===== config.mk =====
export PLATFORM = sky130hd
export DESIGN_NAME = descriptor_slot_table_core
export DESIGN_NICKNAME = d
export VERILOG_FILES = /design/src/sv/dst_pkg.sv /design/src/sv/dst_slot_ram.sv /design/src/sv/dst_prio_enc.sv /design/src/sv/descriptor_slot_table_core.sv
export VERILOG_INCLUDE_DIRS = /design/src /design/src/sv
export SDC_FILE = /design/constraint.sdc
export NUM_CORES = 2
export LEC_CHECK = 0
export BUFFER_PORTS_ARGS = -buffer_cell sky130_fd_sc_hd__buf_4
export CELL_PAD_IN_SITES_DETAIL_PLACEMENT = 1
export CELL_PAD_IN_SITES_GLOBAL_PLACEMENT = 1
export CORE_AREA = 2 2 445 447
export CTS_CLUSTER_SIZE = 25
export DETAILED_ROUTE_END_ITERATION = 10
export DIE_AREA = 0 0 447 449
export HOLD_SLACK_MARGIN = 0.12
export PLACE_DENSITY_LB_ADDON = 0.12
export SETUP_SLACK_MARGIN = 0.15
export SLEW_MARGIN = 15
export SYNTH_ARGS = -nofsm -noshare
export SYNTH_HDL_FRONTEND = slang
export SYNTH_HIERARCHICAL = 1
export SYNTH_SLANG_ARGS = --single-unit
export TNS_END_PERCENT = 5

===== constraint.sdc =====
create_clock -name clk -period 5.42 [get_ports clk]
set_clock_uncertainty 0.15 [all_clocks]
set_input_delay 0.271 -clock clk [delete_from_list [all_inputs] [get_ports clk]]
set_output_delay 0.271 -clock clk [all_outputs]
set_load 0.01 [all_outputs]

===== src/sv/descriptor_slot_table_core_macros.svh =====
// assertion helpers for the descriptor slot table
`ifndef DESCRIPTOR_SLOT_TABLE_CORE_MACROS_SVH
`define DESCRIPTOR_SLOT_TABLE_CORE_MACROS_SVH

// same-cycle implication, checked out of reset
`define DST_ASSERT_NOW(label, ante, cons, msg) \
    label: assert property (@(posedge clk) disable iff (!rst_n) (ante) |-> (cons)) \
        else $error(msg);

// next-cycle implication, checked out of reset
`define DST_ASSERT_NEXT(label, ante, cons, msg) \
    label: assert property (@(posedge clk) disable iff (!rst_n) (ante) |=> (cons)) \
        else $error(msg);

`endif


===== src/sv/dst_pkg.sv =====
`timescale 1ns / 1ps

package dst_pkg;

    localparam int NUM_SLOTS    = 64;
    localparam int HANDLE_WIDTH = 32;
    localparam int SLOT_W       = $clog2(NUM_SLOTS);
    localparam int HINT_W       = $clog2(NUM_SLOTS + 1);

    typedef enum logic [1:0] {
        ACT_ALLOC   = 2'd0,
        ACT_RELEASE = 2'd1,
        ACT_LOOKUP  = 2'd2,
        ACT_CLEAR   = 2'd3
    } action_t;

    typedef enum logic [1:0] {
        STAT_OK   = 2'd0,
        STAT_FULL = 2'd1,
        STAT_BAD  = 2'd2,
        STAT_NONE = 2'd3
    } status_t;

    typedef enum logic [1:0] {
        ST_IDLE,
        ST_RESP,
        ST_CLR_FIND
    } state_t;

    typedef struct packed {
        logic              found;
        logic [SLOT_W-1:0] idx;
    } enc_result_t;

endpackage


===== src/sv/dst_slot_ram.sv =====
`timescale 1ns / 1ps

module dst_slot_ram #(
    parameter int DEPTH = 64,
    parameter int WIDTH = 32
) (
    input  logic                     clk,
    input  logic                     we,
    input  logic [$clog2(DEPTH)-1:0] waddr,
    input  logic [WIDTH-1:0]         wdata,
    input  logic                     re,
    input  logic [$clog2(DEPTH)-1:0] raddr,
    output logic [WIDTH-1:0]         rdata
);

    logic [WIDTH-1:0] mem [DEPTH];
    logic [WIDTH-1:0] rdata_reg;

    always_ff @(posedge clk)
    begin
        if (we)
        begin
            mem[waddr] <= wdata;
        end
        if (re)
        begin
            rdata_reg <= mem[raddr];
        end
    end

    assign rdata = rdata_reg;

endmodule


===== src/sv/dst_prio_enc.sv =====
`timescale 1ns / 1ps

module dst_prio_enc (
    input  logic [dst_pkg::NUM_SLOTS-1:0] req,
    output dst_pkg::enc_result_t          res
);

    // lowest set bit wins
    always_comb
    begin
        res.found = 1'b0;
        res.idx   = '0;
        for (int i = dst_pkg::NUM_SLOTS - 1; i >= 0; i--)
        begin
            if (req[i])
            begin
                res.found = 1'b1;
                res.idx   = dst_pkg::SLOT_W'(i);
            end
        end
    end

endmodule


===== src/sv/descriptor_slot_table_core.sv =====
// a request is accepted only in the idle state and held in the pending registers; its
// result, with any handle read from slot memory, loads into the output register when free
// clear-all alternates find and response states, one held slot per result, lowest first
// no new request is accepted until the previous result (all of a clear-all) has loaded
// reset: occupancy, hint and output valid clear at once; the slot memory is not cleared
// and is read only for occupied slots, so no clearing pass is needed
`timescale 1ns / 1ps

`include "descriptor_slot_table_core_macros.svh"

module descriptor_slot_table_core (
    input  logic        clk,
    input  logic        rst_n,
    input  logic        in_valid,
    output logic        in_stall,
    input  logic [1:0]  action,
    input  logic [7:0]  slot,
    input  logic [31:0] handle,
    output logic        out_valid,
    input  logic        out_stall,
    output logic [1:0]  status,
    output logic [7:0]  slot_out,
    output logic [31:0] handle_out,
    output logic        last
);

    localparam int NS = dst_pkg::NUM_SLOTS;
    localparam int HW = dst_pkg::HANDLE_WIDTH;
    localparam int SW = dst_pkg::SLOT_W;
    localparam int TW = dst_pkg::HINT_W;

    dst_pkg::state_t  state_reg, state_next;
    logic [NS-1:0]    occ_reg, occ_next;
    logic [TW-1:0]    hint_reg, hint_next;
    logic             out_valid_reg, out_valid_next;

    dst_pkg::status_t pend_status_reg, pend_status_next;
    logic [SW-1:0]    pend_slot_reg, pend_slot_next;
    logic [7:0]       pend_slot8_reg, pend_slot8_next;
    logic [HW-1:0]    pend_handle_reg, pend_handle_next;
    logic             pend_rdata_reg, pend_rdata_next;
    logic             pend_last_reg, pend_last_next;
    logic             pend_clear_reg, pend_clear_next;

    dst_pkg::status_t status_reg, status_next;
    logic [7:0]       slot_out_reg, slot_out_next;
    logic [31:0]      handle_out_reg, handle_out_next;
    logic             last_reg, last_next;

    logic [NS-1:0]    hint_mask;
    dst_pkg::enc_result_t free_res, held_res;

    logic             ram_we, ram_re;
    logic [SW-1:0]    ram_waddr, ram_raddr;
    logic [HW-1:0]    ram_wdata, ram_rdata;

    logic             in_fire, out_free, in_range;
    logic [HW-1:0]    in_handle;
    logic [SW-1:0]    in_idx;

    always_comb
    begin
        for (int i = 0; i < NS; i++)
        begin
            hint_mask[i] = (TW'(i) >= hint_reg);
        end
    end

    dst_prio_enc u_free_enc (
        .req (~occ_reg & hint_mask),
        .res (free_res)
    );

    dst_prio_enc u_held_enc (
        .req (occ_reg),
        .res (held_res)
    );

    dst_slot_ram #(
        .DEPTH (NS),
        .WIDTH (HW)
    ) u_slot_ram (
        .clk   (clk),
        .we    (ram_we),
        .waddr (ram_waddr),
        .wdata (ram_wdata),
        .re    (ram_re),
        .raddr (ram_raddr),
        .rdata (ram_rdata)
    );

    assign in_fire   = in_valid && !in_stall;
    assign out_free  = !out_valid_reg || !out_stall;
    assign in_range  = (slot < 8'(NS));
    assign in_handle = HW'(handle);
    assign in_idx    = slot[SW-1:0];

    always_comb
    begin
        state_next       = state_reg;
        occ_next         = occ_reg;
        hint_next        = hint_reg;
        out_valid_next   = out_valid_reg && out_stall;
        pend_status_next = pend_status_reg;
        pend_slot_next   = pend_slot_reg;
        pend_slot8_next  = pend_slot8_reg;
        pend_handle_next = pend_handle_reg;
        pend_rdata_next  = pend_rdata_reg;
        pend_last_next   = pend_last_reg;
        pend_clear_next  = pend_clear_reg;
        status_next      = status_reg;
        slot_out_next    = slot_out_reg;
        handle_out_next  = handle_out_reg;
        last_next        = last_reg;
        in_stall         = 1'b1;
        ram_we           = 1'b0;
        ram_waddr        = free_res.idx;
        ram_wdata        = in_handle;
        ram_re           = 1'b0;
        ram_raddr        = in_idx;

        case (state_reg)
            dst_pkg::ST_IDLE:
            begin
                in_stall = 1'b0;
                if (in_valid)
                begin
                    pend_slot8_next  = slot;
                    pend_handle_next = '0;
                    pend_rdata_next  = 1'b0;
                    pend_last_next   = 1'b1;
                    pend_clear_next  = 1'b0;
                    pend_status_next = dst_pkg::STAT_BAD;
                    state_next       = dst_pkg::ST_RESP;
                    case (action)
                        dst_pkg::ACT_ALLOC:
                        begin
                            pend_slot8_next = '0;
                            if (in_handle == '0)
                            begin
                                pend_status_next = dst_pkg::STAT_BAD;
                            end
                            else if (!free_res.found)
                            begin
                                pend_status_next = dst_pkg::STAT_FULL;
                            end
                            else
                            begin
                                ram_we           = 1'b1;
                                occ_next         = occ_reg | (NS'(1) << free_res.idx);
                                hint_next        = TW'(free_res.idx) + TW'(1);
                                pend_status_next = dst_pkg::STAT_OK;
                                pend_slot8_next  = 8'(free_res.idx);
                                pend_handle_next = in_handle;
                            end
                        end
                        dst_pkg::ACT_RELEASE:
                        begin
                            if (in_range)
                            begin
                                if (hint_reg > TW'(in_idx))
                                begin
                                    hint_next = TW'(in_idx);
                                end
                                if (occ_reg[in_idx])
                                begin
                                    ram_re           = 1'b1;
                                    occ_next         = occ_reg & ~(NS'(1) << in_idx);
                                    pend_status_next = dst_pkg::STAT_OK;
                                    pend_rdata_next  = 1'b1;
                                end
                            end
                        end
                        dst_pkg::ACT_LOOKUP:
                        begin
                            if (in_range && occ_reg[in_idx])
                            begin
                                ram_re           = 1'b1;
                                pend_status_next = dst_pkg::STAT_OK;
                                pend_rdata_next  = 1'b1;
                            end
                        end
                        default:
                        begin
                            pend_slot8_next = '0;
                            if (held_res.found)
                            begin
                                state_next = dst_pkg::ST_CLR_FIND;
                            end
                            else
                            begin
                                pend_status_next = dst_pkg::STAT_NONE;
                            end
                        end
                    endcase
                end
            end
            dst_pkg::ST_CLR_FIND:
            begin
                // pick the lowest held slot, read it and drop it from the table
                ram_re           = 1'b1;
                ram_raddr        = held_res.idx;
                occ_next         = occ_reg & ~(NS'(1) << held_res.idx);
                pend_status_next = dst_pkg::STAT_OK;
                pend_slot_next   = held_res.idx;
                pend_slot8_next  = 8'(held_res.idx);
                pend_rdata_next  = 1'b1;
                pend_last_next   = (occ_next == '0);
                pend_clear_next  = 1'b1;
                state_next       = dst_pkg::ST_RESP;
            end
            dst_pkg::ST_RESP:
            begin
                if (out_free)
                begin
                    out_valid_next  = 1'b1;
                    status_next     = pend_status_reg;
                    slot_out_next   = pend_slot8_reg;
                    handle_out_next = pend_rdata_reg ? 32'(ram_rdata) : 32'(pend_handle_reg);
                    last_next       = pend_last_reg;
                    if (pend_clear_reg && !pend_last_reg)
                    begin
                        state_next = dst_pkg::ST_CLR_FIND;
                    end
                    else
                    begin
                        state_next = dst_pkg::ST_IDLE;
                    end
                end
            end
            default:
            begin
                state_next = dst_pkg::ST_IDLE;
            end
        endcase
    end

    always_ff @(posedge clk or negedge rst_n)
    begin
        if (!rst_n)
        begin
            state_reg     <= dst_pkg::ST_IDLE;
            occ_reg       <= '0;
            hint_reg      <= '0;
            out_valid_reg <= 1'b0;
        end
        else
        begin
            state_reg     <= state_next;
            occ_reg       <= occ_next;
            hint_reg      <= hint_next;
            out_valid_reg <= out_valid_next;
        end
    end

    always_ff @(posedge clk)
    begin
        pend_status_reg <= pend_status_next;
        pend_slot_reg   <= pend_slot_next;
        pend_slot8_reg  <= pend_slot8_next;
        pend_handle_reg <= pend_handle_next;
        pend_rdata_reg  <= pend_rdata_next;
        pend_last_reg   <= pend_last_next;
        pend_clear_reg  <= pend_clear_next;
        status_reg      <= status_next;
        slot_out_reg    <= slot_out_next;
        handle_out_reg  <= handle_out_next;
        last_reg        <= last_next;
    end

    assign out_valid  = out_valid_reg;
    assign status     = status_reg;
    assign slot_out   = slot_out_reg;
    assign handle_out = handle_out_reg;
    assign last       = last_reg;

    `DST_ASSERT_NEXT(a_accept_leaves_idle, in_fire, state_reg != dst_pkg::ST_IDLE,
        "request accepted but control stayed idle")
    `DST_ASSERT_NOW(a_hint_in_range, 1'b1, hint_reg <= TW'(NS),
        "free hint beyond table capacity")
    `DST_ASSERT_NOW(a_ok_has_handle, out_valid_reg && status_reg == dst_pkg::STAT_OK,
        handle_out_reg != '0, "ok result with empty handle")
    `DST_ASSERT_NEXT(a_clear_slot_dropped, state_reg == dst_pkg::ST_CLR_FIND,
        !occ_reg[pend_slot_reg], "cleared slot still marked occupied")

endmodule

==> qor.txt <==
Synth top area share = 0.711
Initial antenna violation count = 19
Post-layout net count = 5563
Ratio of cells with drive above 1 in the final layout = 0.255
CTS max path bufs = 3
Start point of the worst hold path = in_valid
Post-synthesis simple-gate area fraction = 0.0434
Status = completed
Min-Delay Path Depth = 5
Ranking of synthesized cells by area = edfxtp_1 (71%), mux4_2 (11%), mux2i_1 (2.2%), dfrtp_1 (2.0%), o21ai_0 (1.5%)
CTS tree = done
Cells after Synth = 4987
Post-Synth XOR/XNOR Area = 0.000287
VDD IR max = 0.399 mV
Die X = 447 um
Crit start category = flop
Worst Reg-to-Reg Cells = 14
Synth warn = 6
DRT antenna net count = 0
Clock root buffer = clkbuf_16
Crit Path Class = reg -> reg
Leak = 34.7 nW
Core area = 196000 sq um
Most frequent cell after synthesis = edfxtp_1
Io pins = 91
Initial Util = 0.466
Area Overhead vs Synth = 17.2%
Largest family of logic cells by synthesized area = multiplexers
Post-synthesis cell area = 91500 sq um
PortBufs = 90
Tcrit/Tclk final = 0.965
Pre-CTS WS = -0.0171 ns
Asr flop ratio synth = 0.0330
Final Cell Area = 107000 sq um
Worst slew pin tran = 1.14 ns
Clock Sinks = 2242
Average size of a mapped cell = 18.3 sq um
Clk pin slew, worst setup/hold paths = 0.07 ns
Routed WL = 297 mm
Worst EP required = 5.89 ns
Origin of the critical flop-to-flop path = occ_reg[59]
Crit path launch = occ_reg[59]
Global-route wire length before repair = 423 mm
RSZ-0062 raised after global routing = true
Chip height = 449 um
Adder-cell share of the synthesized area = 0.00219
Max_cap viols = 0
Max-slew violation count = 0
DIE AREA = 201000 sq um
Yosys cell types = 73
Sequential share of power = 0.432
Via density = 6.41
Vias = 53500
H-tree depth = 4
DRT iter0 DRCs = 5573
CP arrival = 5.70 ns
Comb power frac = 0.230
Post-synthesis register bit count = 2242
Critical Path Fanout Max = 48
Cell Rows = 163
FILL cells = 17600
Post-Route Utilization = 0.547
Sequential Area = 67000 sq um
Hold WS = 0.263 ns
GR Overflow Total = 0
Worst-Skew Late Latency = 0.90 ns
DRC = 0
Area of the multi-input gates = 23400 sq um
Mux share of post-synthesis cell area = 0.140
Maximum number of pins on one net before global-route repair = 67
DR WL/cell = 35.6 um
Setup WS post-layout = 0.189 ns
Syn_nets = 5049
Fin. Hold Viols = 0
Final HPWL DP = 183 mm
Synth top cells by count = edfxtp_1 (2168), mux4_2 (448), nor2_1 (296)
Final Setup Violations = 0
Rel. slew slack = 0.242
Internal = 32.1 mW
Switching portion of total power = 0.302
Hold Path Class = in -> reg
Min Tclk post-route = 5.23 ns
Net Sw Power = 13.9 mW
Number of synthesized flops with an enable pin = 2168
Post-DP Area = 99100 sq um
GRT Total Usage = 0.298
Total power = 46.0 mW
RePlAce Congestion = 0.963
Max reg flops = 2048
Vias in the first global route = 55000
Crit end category = flop
Power Dens Cells = 429 nW/um^2
Leading area contributor after synthesis = edfxtp_1
Clock Power Share = 0.338
CTS buffer count = 229
Peak Freq = 191 MHz
Most used flip-flop cell after synthesis = edfxtp_1
Compound-Gate Fraction of Synth Area = 0.0618
Register area share after synthesis = 0.732
DRT Pass-1 Iters = 5
-- cell type report --
cell class              count  share of cell area
clock buffers             279              0.0554
inverters                  36             0.00126
well taps                2640              0.0308
multi-input cells        2402               0.218
repair buffers            590              0.0567
clock inverters           145              0.0134
flip-flops and latches   2242               0.624
diodes                      7            0.000163
-- per-stage QoR --
stage,instances,TNS (ns)
2_1_floorplan,4987,-269.81
3_3_place_gp,7839,0
3_5_place_dp,7840,-0.0276
4_1_cts,8331,0
5_1_grt,8336,0
6_report,8341,0
-- layer usage --
metal / vias to the layer above / wire length, um / global-route usage
li1: 21600 / - / -
met1: 29000 / 123000 / 0.422
met2: 2344 / 143000 / 0.475
met3: 491 / 21800 / 0.0507
met4: 8 / 9690 / 0.0939
met5: - / 48 / 0
-- cell families after synthesis --
logic type | after synthesis
DFF | 2242
buffers and inverters | 343
adders and majority gates | 16
muxes | 698
AOI/OAI and AO/OA | 878
xor gates and xnor gates | 3
and+or+nand+nor | 807
-- critical path, cell delays in order (launching register included) --
cell      delay, ns
dfrtp_1        0.52
or4_1          0.63
o211ai_1       0.23
a31oi_1        0.16
o21ai_0        0.20
and3_1         0.41
nand2_1        0.18
o21ai_4        0.22
buf_12         0.37
buf_6          0.32
buf_4          0.31
mux4_2         0.33
mux2i_1        0.21
o21ai_0        0.30
and4_1         0.34
-- power by group through the flow --
stage	Sequential [mW]	Combinational, mW	Clock, mW
floorplan	20.2	5.81	0
global placement	20.2	10.2	0
detailed placement	20.2	10.3	0
CTS	19.9	10.4	15.8
global route	19.9	11.1	16.4
finish	19.9	10.6	15.6
-- final timing paths --
| path | end | slack, ns |
|---|---|---|
| worst max-delay path | u_slot_ram/rdata[4] | 0.19 |
| worst min-delay path | state_reg[1] | 0.26 |
| worst max register to register | u_slot_ram/rdata[4] | 0.19 |
| worst min register to register | slot_out[0] | 0.27 |
| max in group asynchronous | hint_reg[4] | 3.81 |
| min in group asynchronous | occ_reg[59] | 0.53 |
-- timing repair --
action | 4_1_cts | 5_1_grt
resized for setup | 1 | 10
hold buffers | 67 | 0
hold endpoints to repair | 2297 | 0
pin swaps | 0 | 0
setup endpoints to repair | 17 | 97
setup buffers | 0 | 3
-- placed cells by master (no fill, tap or decap), types with 73 or more instances in the layout --
master / n
a22oi_1: 133
buf_12: 118
buf_4: 404
clkbuf_16: 230
dfrtp_1: 74
edfxtp_1: 2168
mux2i_1: 199
mux4_2: 448
nand2_1: 96
nand3_1: 73
nor2_1: 226
o21ai_0: 276
o22ai_1: 99
(Power assumes the default switching activity.)
